==> src/hw/rtl/zndp_pkg.sv <==
`timescale 1ns / 1ps
// Shared types and constants for the z-normalized distance profile unit.
// Used by every module of the block; depends on nothing.
package zndp_pkg;

	// Default depth of the history chain and the query store.
	localparam int DefMaxQueryLen = 128;

	// Input operation codes carried in the slave-side tuser.
	localparam logic [1:0] OP_QUERY_WRITE = 2'd0;
	localparam logic [1:0] OP_SAMPLE      = 2'd1;
	localparam logic [1:0] OP_NEW_SERIES  = 2'd2;

	// Register byte-address bit that selects the register index.
	localparam logic REG_QUERY_LENGTH = 1'b0;

	// Saturation limits of signed Q8.16.
	localparam logic [23:0] Q_MAX = 24'h7FFFFF;
	localparam logic [23:0] Q_MIN = 24'h800000;

	// One history entry held by a cell.
	typedef struct packed {
		logic [31:0] sample;
		logic [31:0] mean;
		logic [31:0] dev;
	} zndp_hist_t;

	// Control shared by all cells of the chain.
	typedef struct packed {
		logic shift;
		logic clear;
	} zndp_cell_ctl_t;

endpackage

==> src/hw/rtl/zndp_cell.sv <==
`timescale 1ns / 1ps
// One cell of the history chain: holds one sample with its window mean and deviation.
// Depends on zndp_pkg.
module zndp_cell (
	input  logic                    clk,
	input  logic                    arst_n,
	input  zndp_pkg::zndp_cell_ctl_t ctl,
	input  zndp_pkg::zndp_hist_t    din,
	output zndp_pkg::zndp_hist_t    dout
);
	import zndp_pkg::*;

	zndp_hist_t entry_q;

	// Take the neighbor's entry on a shift, drop to zero on a new series.
	always_ff @(posedge clk or negedge arst_n) begin
		if (!arst_n) begin
			entry_q <= '0;
		end else if (ctl.clear) begin
			entry_q <= '0;
		end else if (ctl.shift) begin
			entry_q <= din;
		end
	end

	assign dout = entry_q;

endmodule

==> config.mk <==
export PLATFORM = sky130hd
export DESIGN_NAME = zndp_cell
export DESIGN_NICKNAME = d
export VERILOG_FILES = /design/src/hw/rtl/zndp_pkg.sv /design/src/hw/rtl/zndp_cell.sv
export SDC_FILE = /design/constraint.sdc
export NUM_CORES = 1
export LEC_CHECK = 0
export ABC_AREA = 1
export ABC_CLOCK_PERIOD_IN_PS = 1000
export BUFFER_PORTS_ARGS = -buffer_cell sky130_fd_sc_hd__buf_2
export CAP_MARGIN = 10
export CELL_PAD_IN_SITES_DETAIL_PLACEMENT = 2
export CELL_PAD_IN_SITES_GLOBAL_PLACEMENT = 2
export CORE_AREA = 8 8 142 117
export DETAILED_ROUTE_END_ITERATION = 10
export DIE_AREA = 0 0 150 125
export GPL_TIMING_DRIVEN = 0
export PLACE_DENSITY = 0.89
export REMOVE_ABC_BUFFERS = 1
export SYNTH_ARGS = -nofsm -noshare
export SYNTH_HDL_FRONTEND = slang
export SYNTH_SLANG_ARGS = --single-unit
==> constraint.sdc <==
create_clock -name clk -period 1 [get_ports clk]
set_input_delay 0.15 -clock clk [delete_from_list [all_inputs] [get_ports clk]]
set_output_delay 0.15 -clock clk [all_outputs]
set_load 0.01 [all_outputs]
==> results.toml <==
[setup_path]
startpoint_type = "register"
r2r_start = "dout[4]"
critical_path_buf_inv_count = 1
crit_path_end = "dout[49]"
path_max_fanout = 2
cp.depth = 1
cp.required_ns = 0.85
crit_path_end_kind = "output pin"
max_stage_delay_ns = 0.41
reg2reg_to = "dout[4]"
crit_chain = "buf_6"
crit_slowest_cell = "dfrtp_1"
arrival_ns = 0.88
crit_type = "register to output pin"
critPathTopFamily = "flip-flops"
r2r_cells = 4
crit_start = "dout[49]"
r2r_slack_ns = 0.11

[power]
p_leak_nw = 3.527
power.internal_w = 0.006910
clock_power_share = 0.379
p_per_area_mw_per_mm2 = 1522
ir_drop_mv = 0.8104
p_sw_w = 0.002334
power_frac_comb = 0.162
power_w = 0.009244
seqPwrFrac = 0.460
power_switching_share = 0.2525

[placed_design]
gp_congestion = 0.7213
place_inst = 774
dp_hpwl_um = 10480
portBuffers = 195

[timing]
worst_hold_slack_ns = -0.1573
skew_ns = 0
hold_viol_final = 47
slew_viol_final = 0
slew_headroom = 0.5451
tns_ns = -1.227
setup_viol = 90
worst_pin_slew_ns = 0.6824
period_share = 1.034
period_needed_ns = 1.034
layout_setup_ws_ns = -0.03358
fmax_mhz = 967.5
rsz0062_at_grt = "true"

[floorplan]
core-area_mm2 = 0.01451
fp-row-count = 40
io_pins = 196
die_w_um = 150
die_area_mm2 = 0.01875
die_h_um = 125
start_util = 0.2606

[synthesis]
yosysWarnings = 0
yosysSeqAreaShare = 0.6351
synthCells = 417
synth_cell_types = 8
postSynthAreaPerCell_um2 = 9.070
synth_area_mm2 = 0.003782
ys_ff_latch = 96

[cells_and_area]
drive_above_1_share = 0.4187
largest_reg_flops = 96
fin_cells = 854
syn_to_final_growth_pct = 60.54
fin_util = 0.4184
nets = 759

[route]
dr.pass1.iters = 4
wirelength_um = 16030
route.detailed.drc = 0
drt_iter0_drc = 131
ant_nets = 0
wire_per_inst_um = 18.77
vias_per_cell = 4.595
vias = 3924

[global_route]
grt_pass1_vias = 4402
antenna_found_initial = 2
grt_max_degree = 97
grt_pass1_wl_um = 24100
overflow = 0
grt_usage = 0.1612

[clock_tree]
h-tree-depth = 3
root_buffer = "clkbuf_16"
clock_sinks = 96
cts-buffers-inserted = 9
clkTransAtPathRegs_ns = 0.06
insertion_delay_ns = 0.34
cts_tree = "built"
clockBufferDepth = 2

[status]
violations = "hold timing, setup timing"
outcome = "finished, violations left"

[hold_path]
hold_path.class = "primary input to async pin"

[flow_run]
drv_cap = 0
## synth_stat cells
library cell / n / area, µm²
nand3_1: 96 / 480.5
clkbuf_1: 9 / 33.78
buf_4: 8 / 60.06
dfrtp_1: 96 / 2402
inv_2: 1 / 3.750
nand2_1: 192 / 720.7
nor2_4: 1 / 11.26
buf_2: 14 / 70.07
## power by group through the flow
stage                     Clock (W)  Sequential [W]  Combinational [W]
after detailed placement          0         0.00429            0.00115
final                       0.00350         0.00425            0.00150
after CTS                   0.00363         0.00423            0.00135
after floorplan                   0         0.00439           0.000270
after global placement            0         0.00427            0.00105
after global routing        0.00377         0.00427            0.00163
## worst min-delay path by stage
stage,from,to,slack (ns),cells past startpoint
finish,arst_n,dout[33],-0.16,1
CTS,arst_n,dout[33],-0.15,1
floorplan,arst_n,dout[0],-0.15,0
detailed placement,arst_n,dout[33],0.23,1
global route,arst_n,dout[33],-0.13,1
global placement,din[12],dout[12],0.38,3
## cell families after synthesis
logic type,Yosys count,share of synthesized area
buffers and inverters,32,0.04433
flip-flops,96,0.6351
AND/OR/NAND/NOR,289,0.3205
## layout make-up
class                           count  area [µm²]
Clock buffer                       13       260.3
Antenna cell                        1       2.502
Inverter                            1       11.26
Tap cell                          189       236.5
Fill cell                        1622        8442
Timing Repair Buffer              261        1896
Clock inverter                      3       40.04
Sequential cell                    96        2402
Multi-Input combinational cell    290        1224
## per-stage QoR
stage	cell area [µm²]	setup slack (ns)
floorplan	3618	-0.4052
global placement	4831	-2.100
detailed placement	4933	-0.7242
CTS	5693	-0.05793
global route	6072	-0.07373
finish	6072	-0.03358
## timing repair
action                                  CTS  global route
resized for setup                        44            25
pin swaps                                 1             0
gates cloned                              1             0
hold endpoints to repair                 47            47
endpoints found under the setup margin  192           112
setup buffers                            31            31
## per-layer routing
| layer | vias to the layer above | GRT usage | part of all wire |
|---|---|---|---|
| met1 | 1960 | 0.1759 | 0.37 |
| met3 | 22 | 0.06164 | 0.080 |
| met5 | - | 0 | 0.00075 |
| met2 | 130 | 0.2847 | 0.53 |
| li1 | 1810 | - | - |
| met4 | 2 | 0.04519 | 0.018 |
## cell usage in the layout, fill, tap and decap left out, drive strengths merged
cell type | synthesis | routed
buf | 22 | 261
nand2 | 192 | 192
nand3 | 96 | 96
dfrtp | 96 | 96
clkbuf | 9 | 13
nor2 | 1 | 2
clkinv | 0 | 2
diode | 0 | 1
inv | 1 | 1
bufinv | 0 | 1
(Power assumes the default switching activity.)
