$ cat config.mk
export PLATFORM = sky130hd
export DESIGN_NAME = zndp_isqrt
export DESIGN_NICKNAME = d
export VERILOG_FILES = /design/src/hw/rtl/zndp_pkg.sv /design/src/hw/rtl/zndp_isqrt.sv
export SDC_FILE = /design/constraint.sdc
export NUM_CORES = 1
export LEC_CHECK = 0
export ABC_AREA = 1
export BUFFER_PORTS_ARGS = -buffer_cell sky130_fd_sc_hd__buf_2
export CAP_MARGIN = 20
export CORE_ASPECT_RATIO = 0.7
export CORE_UTILIZATION = 50
export CTS_CLUSTER_DIAMETER = 40
export CTS_CLUSTER_SIZE = 24
export DETAILED_ROUTE_END_ITERATION = 7
export PLACE_DENSITY = 0.67
export SYNTH_ARGS = -nofsm -noshare
export SYNTH_HDL_FRONTEND = slang
export SYNTH_SLANG_ARGS = --single-unit
$ cat constraint.sdc
create_clock -name clk -period 11.1 [get_ports clk]
set_input_delay 0.555 -clock clk [delete_from_list [all_inputs] [get_ports clk]]
set_output_delay 0.555 -clock clk [all_outputs]
set_load 0.005 [all_outputs]
$ cat src/hw/rtl/zndp_pkg.sv
`timescale 1ns / 1ps
// Shared types and constants for the z-normalized distance profile unit.
// Used by every module of the block; depends on nothing.
package zndp_pkg;

	// Default depth of the history chain and the query store.
	localparam int DefMaxQueryLen = 128;

	// Input operation codes carried in the slave-side tuser.
	localparam logic [1:0] OP_QUERY_WRITE = 2'd0;
	localparam logic [1:0] OP_SAMPLE      = 2'd1;
	localparam logic [1:0] OP_NEW_SERIES  = 2'd2;

	// Register byte-address bit that selects the register index.
	localparam logic REG_QUERY_LENGTH = 1'b0;

	// Saturation limits of signed Q8.16.
	localparam logic [23:0] Q_MAX = 24'h7FFFFF;
	localparam logic [23:0] Q_MIN = 24'h800000;

	// One history entry held by a cell.
	typedef struct packed {
		logic [31:0] sample;
		logic [31:0] mean;
		logic [31:0] dev;
	} zndp_hist_t;

	// Control shared by all cells of the chain.
	typedef struct packed {
		logic shift;
		logic clear;
	} zndp_cell_ctl_t;

endpackage

$ cat src/hw/rtl/zndp_isqrt.sv
`timescale 1ns / 1ps
// Integer square root of a 64-bit value, one result bit per cycle.
// Depends on zndp_pkg.
module zndp_isqrt (
	input  logic        clk,
	input  logic        arst_n,
	input  logic        start,
	input  logic [63:0] radicand,
	output logic        done,
	output logic [31:0] root
);
	import zndp_pkg::*;

	logic [63:0] n_q;
	logic [63:0] r_q;
	logic [63:0] bit_q;
	logic        busy_q;
	logic        done_q;
	logic [63:0] cand;

	assign cand = r_q + bit_q;

	always_ff @(posedge clk or negedge arst_n) begin
		if (!arst_n) begin
			busy_q <= 1'b0;
			done_q <= 1'b0;
		end else begin
			done_q <= 1'b0;
			if (start) begin
				busy_q <= 1'b1;
			end else if (busy_q && bit_q[0]) begin
				busy_q <= 1'b0;
				done_q <= 1'b1;
			end
		end
	end

	// Digit-by-digit root: the test bit walks down two places a cycle.
	always_ff @(posedge clk) begin
		if (start) begin
			n_q   <= radicand;
			r_q   <= '0;
			bit_q <= 64'h4000_0000_0000_0000;
		end else if (busy_q) begin
			if (n_q >= cand) begin
				n_q <= n_q - cand;
				r_q <= (r_q >> 1) + bit_q;
			end else begin
				r_q <= r_q >> 1;
			end
			bit_q <= bit_q >> 2;
		end
	end

	assign done = done_q;
	assign root = (r_q[63:32] != 32'd0) ? 32'hFFFF_FFFF : r_q[31:0];

endmodule

==> results.ini <==
[synth]
syn-num-nets=3811
netlist_top_cells_area=nand2_1, dfxtp_1, edfxtp_1, inv_1, nor2_1
synth_edf_count=64
synth_area_mm2=0.0202
synthMostInstantiatedCell=nand2_1
synth_top_cell_area_share=0.230
syn_inst=3613
yosys.area.top_type=nand2_1
ys_seq_area_frac=0.193
synth_commonest_cells=nand2_1, inv_1, nor2_1
yosys_warnings=0
syn_avg_cell_area_um2=5.58
async_reset_ff_frac=0.0123
ys.flop_type=dfxtp_1
synth.lib_cells_used.distinct=49
ys_seq_elements=162

[cts]
clk_latency_ns=0.47
cts_tree=yes
cts_buffers=17
h-tree-depth=4
postCtsSetupRepairBufs=0
cts-root-buf=clkbuf_16
path_clk_slew_ns=0.09
ctsLongestPathBuffers=2
ctsResizeCount=0
cts.sinks=162

[timing]
period_needed_ns=6.70
max_freq_mhz=149
slew_headroom=0.271
finClkSkew_ns=0.0220
finalSetupTns_ns=0
final_hold_viol_count=0
finalSetupViolCount=0
period_share=0.604
worst_slew_pin_slew_ns=1.09
slew_viol_final=0
rsz0062_at_grt=no

[global_routing]
first_global_vias=21100
antenna_found_initial=0
gr-total-overflow=0
grt_pass1_wl_um=124000
grtUsageTotal=0.394
grt_max_degree=90

[final_layout]
n_antenna_cell=0
syn_to_final_growth_pct=7.00
finalCoreUtilization=0.543
final_layout_size_suffix_gt1_frac=0.0530
final_nets=3843
fin_cells=4193

[worst_setup_path]
rr_worst_depth=22
crit_chain=ha_1 -> nand2_1 -> o21ai_1 -> nor2_1 -> nand2_1 -> o21ai_0 -> o21ai_1 -> nand2_1 -> nand2_1 -> nand2_1 -> nand2_1 -> xnor2_1 -> ha_1 -> nand2_1 -> nor2_2 -> nand2_1 -> nor3_4 -> nand2_4 -> nand2_4 -> nand2_2 -> nand2_2 -> buf_4
crit_family=simple AND/OR/NAND/NOR gates
cp.depth=22
path_common_cell=nand2_1
critPathArrivalTime_ns=6.78
cpPeakStageDelay_ns=0.68
rrSetupSlack_ns=4.40
slowest_stage=buf_4
critPathKind=register to register
crit_path_end_kind=register
critPathBufInv=1
reg2reg_from=r_q[10]
cp.required_ns=11.18
startpoint=r_q[10]
critPathMaxFanout=64
rr_endpoint=n_q[6]
cp-start-kind=register

[hold_path]
min_path_type=input port to register
whs_endpoint=n_q[36]
holdPathStages=3
worstHoldStart=radicand[36]

[die]
io-pin-count=100
die_w_um=242
initial_utilization=0.507
row_count=61
die_y_um=170
die_area_mm2=0.0412
coreArea_mm2=0.0398

[detailed_routing]
drc=0
vias=24200
ant_nets=0
drt_iter0_drc=3559
wirelength_um=82700
avgRoutedWirePerCell_um=19.7
drtPass1Iterations=6
via_per_inst=5.77

[power]
ir_drop_v=0.000204
cellLeakagePower_nw=9.90
p_per_area_mw_per_mm2=258

[placed_design]
place_inst=4160
io_buffers=99
place_hpwl_um=67800
place.gp.congestion=1.12

[job]
cap_violations=0

[status]
status=completed

tightest hold or removal path, delay by kind of cell:
kind / cells / cell delay (ns)
buffers and inverters: 1 / 0.07
AND/OR/NAND/NOR: 2 / 0.10
sequential cells by signal, summed over array words and instances, names as in the netlist:
name    count
n_q        64
bit_q      32
busy_q      1
r_q        64
done        1
routing by layer:
layer / track usage / up-vias / routed length [µm]
met5: 0 / - / 0
met4: 0.0930 / 0 / 1660
met3: 0.123 / 113 / 11500
met2: 0.534 / 1453 / 31400
met1: 0.591 / 11000 / 38100
li1: - / 11600 / -
cell type report:
class / count / area [µm²]
inverter: 516 / 1940
timing repair buffer: 111 / 591
clock buffer: 17 / 425
sequential: 162 / 3890
multi-input combinational: 2837 / 13900
tap: 535 / 669
clock inverter: 15 / 181
fill: 4236 / 18200
cell families (layout without fill, tap and decap cells):
family,after synthesis,in the layout,share of synthesized area
simple gates,2140,2140,0.438
flops,162,162,0.193
buf+inv,614,659,0.119
fa+ha+maj,131,131,0.0816
compound gates,468,468,0.126
xor+xnor,98,98,0.0426
timing repair:
action | CTS | global route
hold buffers | 1 | 0
hold endpoints to repair | 2 | 0
setup endpoints to repair | 0 | 0
layout by cell type (no fill, tap or decap), types with 2 or more instances in the layout:
| cell type | Yosys | layout |
|---|---|---|
| nand2_4 | 2 | 2 |
| inv_1 | 507 | 507 |
| o21bai_1 | 22 | 22 |
| o21a_1 | 5 | 5 |
| or2_2 | 15 | 15 |
| inv_8 | 0 | 5 |
| ha_1 | 130 | 130 |
| clkbuf_16 | 0 | 17 |
| o21ai_0 | 166 | 166 |
| xor2_1 | 47 | 47 |
| nor2_1 | 440 | 440 |
| xnor2_1 | 51 | 51 |
| nor3_1 | 43 | 43 |
| o21ai_1 | 11 | 11 |
| nand4_1 | 35 | 35 |
| nor2_4 | 3 | 3 |
| nand2_1 | 1236 | 1235 |
| a21oi_1 | 214 | 214 |
| dfxtp_1 | 96 | 96 |
| a21o_1 | 15 | 15 |
| nand3b_1 | 24 | 24 |
| a211oi_1 | 7 | 7 |
| buf_4 | 3 | 12 |
| nand2_2 | 7 | 8 |
| nor2_2 | 8 | 8 |
| buf_2 | 33 | 98 |
| clkinv_8 | 0 | 2 |
| inv_6 | 0 | 3 |
| inv_2 | 9 | 9 |
| edfxtp_1 | 64 | 64 |
| nor4_1 | 12 | 12 |
| nand3_1 | 307 | 307 |
| a31oi_1 | 14 | 14 |
| o211ai_1 | 4 | 4 |
| a21boi_0 | 3 | 3 |
| and2_1 | 4 | 4 |
worst max path at each step:
stage	to	slack, ns
final	n_q[6]	4.40
after global routing	n_q[6]	4.21
after CTS	n_q[4]	4.74
after detailed placement	n_q[11]	4.82
after global placement	n_q[10]	4.86
after floorplan	n_q[0]	6.15
through the flow:
| stage | hold WS [ns] | setup slack, ns | power [mW] | instance area, µm² |
|---|---|---|---|---|
| CTS | 0.335 | 4.74 | 5.45 | 21600 |
| finish | 0.350 | 4.40 | 5.57 | 21600 |
| floorplan | 0.259 | 6.15 | 3.77 | 20200 |
| global route | 0.357 | 4.21 | 5.99 | 21600 |
| detailed placement | 0.342 | 4.82 | 4.79 | 21000 |
| global placement | 0.340 | 4.86 | 4.75 | 21000 |
power breakdown:
group          internal (mW)  total [mW]  leakage (nW)  switching, mW
sequential             0.899        1.14          1.47          0.245
combinational           1.22        3.78          8.12           2.56
clock                  0.326       0.646         0.301          0.321
total                   2.44        5.57          9.90           3.12
Power figures use the tool's default switching activity.
