**src/hw/rtl/zndp_pkg.sv**
```systemverilog
`timescale 1ns / 1ps
// Shared types and constants for the z-normalized distance profile unit.
// Used by every module of the block; depends on nothing.
package zndp_pkg;

	// Default depth of the history chain and the query store.
	localparam int DefMaxQueryLen = 128;

	// Input operation codes carried in the slave-side tuser.
	localparam logic [1:0] OP_QUERY_WRITE = 2'd0;
	localparam logic [1:0] OP_SAMPLE      = 2'd1;
	localparam logic [1:0] OP_NEW_SERIES  = 2'd2;

	// Register byte-address bit that selects the register index.
	localparam logic REG_QUERY_LENGTH = 1'b0;

	// Saturation limits of signed Q8.16.
	localparam logic [23:0] Q_MAX = 24'h7FFFFF;
	localparam logic [23:0] Q_MIN = 24'h800000;

	// One history entry held by a cell.
	typedef struct packed {
		logic [31:0] sample;
		logic [31:0] mean;
		logic [31:0] dev;
	} zndp_hist_t;

	// Control shared by all cells of the chain.
	typedef struct packed {
		logic shift;
		logic clear;
	} zndp_cell_ctl_t;

endpackage

```
**src/hw/rtl/zndp_div.sv**
```systemverilog
`timescale 1ns / 1ps
// Restoring divider, one quotient bit per cycle: 49-bit dividend by 32-bit divisor.
// Depends on zndp_pkg.
module zndp_div (
	input  logic        clk,
	input  logic        arst_n,
	input  logic        start,
	input  logic [48:0] dividend,
	input  logic [31:0] divisor,
	output logic        done,
	output logic [48:0] quotient
);
	import zndp_pkg::*;

	logic [32:0] rem_q;
	logic [48:0] quo_q;
	logic [31:0] dvs_q;
	logic [5:0]  cnt_q;
	logic        busy_q;
	logic        done_q;
	logic [32:0] trial;
	logic        fits;

	// Bring down the next dividend bit and try the subtraction.
	assign trial = {rem_q[31:0], quo_q[48]};
	assign fits  = trial >= {1'b0, dvs_q};

	always_ff @(posedge clk or negedge arst_n) begin
		if (!arst_n) begin
			busy_q <= 1'b0;
			done_q <= 1'b0;
			cnt_q  <= '0;
		end else begin
			done_q <= 1'b0;
			if (start) begin
				busy_q <= 1'b1;
				cnt_q  <= 6'd0;
			end else if (busy_q) begin
				cnt_q <= cnt_q + 6'd1;
				if (cnt_q == 6'd48) begin
					busy_q <= 1'b0;
					done_q <= 1'b1;
				end
			end
		end
	end

	// Datapath: remainder and the dividend register that fills with quotient bits.
	always_ff @(posedge clk) begin
		if (start) begin
			rem_q <= '0;
			quo_q <= dividend;
			dvs_q <= divisor;
		end else if (busy_q) begin
			rem_q <= fits ? (trial - {1'b0, dvs_q}) : trial;
			quo_q <= {quo_q[47:0], fits};
		end
	end

	assign done     = done_q;
	assign quotient = quo_q;

endmodule

```
**config.mk**
```make
export PLATFORM = sky130hd
export DESIGN_NAME = zndp_div
export DESIGN_NICKNAME = d
export VERILOG_FILES = /design/src/hw/rtl/zndp_pkg.sv /design/src/hw/rtl/zndp_div.sv
export SDC_FILE = /design/constraint.sdc
export NUM_CORES = 1
export LEC_CHECK = 0
export ABC_AREA = 0
export BUFFER_PORTS_ARGS = -buffer_cell sky130_fd_sc_hd__clkbuf_2
export CORE_MARGIN = 5
export CORE_UTILIZATION = 60
export CTS_CLUSTER_SIZE = 25
export DETAILED_ROUTE_END_ITERATION = 10
export PLACE_DENSITY = 0.86
export SLEW_MARGIN = 15
export SYNTH_ARGS = -nofsm -noshare
export SYNTH_HDL_FRONTEND = slang
export SYNTH_SLANG_ARGS = --single-unit
```
**constraint.sdc**
```tcl
create_clock -name clk -period 4.65 [get_ports clk]
set_clock_uncertainty 0.05 [all_clocks]
set_input_delay 1.395 -clock clk [delete_from_list [all_inputs] [get_ports clk]]
set_output_delay 1.395 -clock clk [all_outputs]
set_load 0.005 [all_outputs]
```
==> flow_metrics.env <==
export IMPL_status="complete, no violations"
export IMPL_initial_core_util_pct=61.58
export IMPL_setup_viol=0
export IMPL_grt_pass1_vias=5683
export IMPL_postCtsHoldBufs=0
export IMPL_clkLatencyLatePin_ps=420
export IMPL_dr_pass1_iters=6
export IMPL_place_congestion=0.9514
export IMPL_diodes=0
export IMPL_vias=5413
export IMPL_power_density_nw_per_um2=550.2
export IMPL_synth_adder_area_share_pct=6.615
export IMPL_vias_per_cell=5.981
export IMPL_max_cap_viol_count=0
export IMPL_root_buffer="clkbuf_16"
export IMPL_min_period_ps=3535
export IMPL_placed_area_um2=7496
export IMPL_critical_path_top_delay_family="compound AO/OA/AOI/OAI gates"
export IMPL_synth_cells=621
export IMPL_wl_per_cell_um=18.70
export IMPL_crit_path_start_kind="flip-flop"
export IMPL_cts_buffers=17
export IMPL_vdd_drop_max_uv=292.3
export IMPL_final_setup_tns_ps=0
export IMPL_syn2layout_area_growth_pct=20.40
export IMPL_path_max_fanout=16
export IMPL_syn_area_um2=6734
export IMPL_synth_flop_cell="edfxtp_1"
export IMPL_syn_avg_cell_area_um2=10.84
export IMPL_worst_path_buf_inv=2
export IMPL_postRouteAntennaNets=0
export IMPL_max_freq_ghz=0.2829
export IMPL_fin_crit_sh_pct=76.02
export IMPL_htree_levels=4
export IMPL_num_fill_cells=732
export IMPL_relSlewSlack_pct=50.97
export IMPL_layout_nets=871
export IMPL_slew_viol_final=0
export IMPL_ys_seq_area_share_pct=48.61
export IMPL_cts_tree="done"
export IMPL_yosysUniqueCellTypes=57
export IMPL_end_kind="flip-flop"
export IMPL_track_usage_pct=26.20
export IMPL_synth_top_family_by_area="compound AO/OA/AOI/OAI gates"
export IMPL_synth_compound_area_share_pct=15.57
export IMPL_grt_max_degree=50
export IMPL_rows=38
export IMPL_fin_util_pct=74.14
export IMPL_ios=134
export IMPL_async_flop_share_pct=6.612
export IMPL_min_path_type="flip-flop to flip-flop"
export IMPL_grt_pass1_wl_um=27600
export IMPL_tightest_slew_ps=735.3
export IMPL_core_um2=10940
export IMPL_finalHoldViolations=0
export IMPL_clkTransAtPathRegs_ps=60
export IMPL_stdcell_area_um2=8108
export IMPL_synthSimpleGateAreaFrac_pct=11.93
export IMPL_synthMuxAreaShare_pct=8.789
export IMPL_dp_hpwl_um=12010
export IMPL_max_clock_path_buffers=2
export IMPL_grt_ovfl_total=0
export IMPL_drt_iter0_drc=403
export IMPL_criticalPathCategory="flip-flop to flip-flop"
export IMPL_synthXorXnorAreaFrac_pct=3.772
export IMPL_critical_path_required_ps=4930
export IMPL_p_leak_nw=3.534
export IMPL_synth_net_count=740
export IMPL_die_height_um=115.9
export IMPL_wl_um=16930
export IMPL_io_buffers=133
export IMPL_drc=0
export IMPL_fp_dieW_um=115.9
export IMPL_crit_arrival_ps=3810
export IMPL_critical_path_cell_chain="inv_1 > ha_1 > nand4_1 > nor4_4 > o21ai_1 > and3_4 > o221ai_4 > a221o_1 > buf_4 > nand2_1 > a311oi_2"
export IMPL_final_layout_size_suffix_gt1_share_pct=33.59
export IMPL_synth_edff_count=81
export IMPL_die_area_um2=13440
export IMPL_max_stage_delay_ps=680
export IMPL_rsz0062_at_grt="no"
export IMPL_antenna_found_initial=0
export IMPL_cts_setup_buffers=0
export IMPL_place_inst=873
export IMPL_ctsResizeCount=0
export IMPL_critical_path_slowest_cell="a221o_1"
export IMPL_stdcell_count=905
export IMPL_ys_ff_latch=121
export IMPL_cts_sinks=121
export IMPL_ys_warn_count=0
-- metrics by stage --
step                hold slack (ps)  power, mW  setup WS [ps]
finish                        436.1      4.461           1115
global route                  464.0      4.702          941.1
CTS                           420.5      4.440           1141
detailed placement            406.3      3.045           1226
global placement              385.4      2.972           1350
floorplan                     377.5      2.685           1324
-- sequential cells by signal, summed over array words and instances, names as in the netlist --
name      flops
dvs_q        32
done          1
cnt_q         6
quotient     49
rem_q        32
busy_q        1
-- cell usage in the layout (no fill, tap or decap), drive strengths merged, types with 4 or more instances in the layout --
master	count
ha	34
xor2	10
dfxtp	32
a311oi	16
nor2	39
inv	50
nand3	11
o21ai	36
edfxtp	81
a31oi	8
clkbuf	149
and2	4
mux2	49
clkinv	5
and3	6
nor3	7
nor2b	5
nand4	9
buf	11
or2	5
a21oi	40
mux2i	4
a211oi	4
or3	4
nand2	70
xnor2	19
a21o	15
dfrtp	8
-- worst paths after layout --
check / startpoint / endpoint / slack, ps / cells after the start
worst max-delay path: dvs_q[8] / rem_q[15] / 1120 / 11
worst min-delay path: rem_q[16] / rem_q[16] / 440 / 2
worst max register to register: dvs_q[8] / rem_q[15] / 1120 / 11
worst min register to register: rem_q[16] / rem_q[16] / 440 / 2
max in group asynchronous: arst_n / busy_q / 3590 / 1
min in group asynchronous: arst_n / cnt_q[1] / 770 / 1
-- layer usage --
metal	up-vias	part of all wire, %	track usage (%)
met3	60	8.0	6.997
li1	2528	-	-
met2	268	51	43.81
met1	2557	38	31.60
met5	-	0	0
met4	0	3.2	12.30
-- worst min-delay path, delay by kind of cell (launching register included) --
family	cells	cell delay (ps)
compound gates	1	50
flops	1	330
simple gates	1	60
-- layout make-up --
| cell class | count | area (um2) | area share [%] |
|---|---|---|---|
| Clock buffer | 17 | 425.4 | 5.247 |
| Clock inverter | 15 | 186.4 | 2.299 |
| Inverter | 43 | 161.4 | 1.991 |
| Multi-Input combinational cell | 426 | 3143 | 38.77 |
| Sequential cell | 121 | 3273 | 40.37 |
| Tap cell | 140 | 175.2 | 2.160 |
| Timing Repair Buffer | 143 | 743.2 | 9.167 |
-- Yosys cell counts, types with 16 or more instances --
master / instances / area (um2)
o21ai_1: 23 / 115.1
nor2_1: 39 / 146.4
a21oi_1: 40 / 200.2
ha_1: 34 / 425.4
nand2_1: 61 / 229.0
inv_1: 43 / 161.4
edfxtp_1: 81 / 2432
a311oi_2: 16 / 240.2
dfxtp_1: 32 / 640.6
mux2_2: 49 / 551.8
xnor2_1: 19 / 166.4
clkbuf_1: 20 / 75.07
-- cell families after synthesis --
| group | Yosys count |
|---|---|
| AND/OR/NAND/NOR | 166 |
| AO/OA/AOI/OAI | 143 |
| flip-flops | 121 |
| buffers and inverters | 74 |
| multiplexers | 53 |
| adder cells (fa/ha/maj) | 35 |
| XOR/XNOR | 29 |
-- power by group --
part           leakage (nW)  switching [mW]  total (mW)  internal, mW
clock network         0.301           0.522        1.38         0.853
logic                  2.04           0.942        1.60         0.658
registers              1.20           0.140        1.49          1.35
No activity file was read; power rests on OpenSTA's default activity.
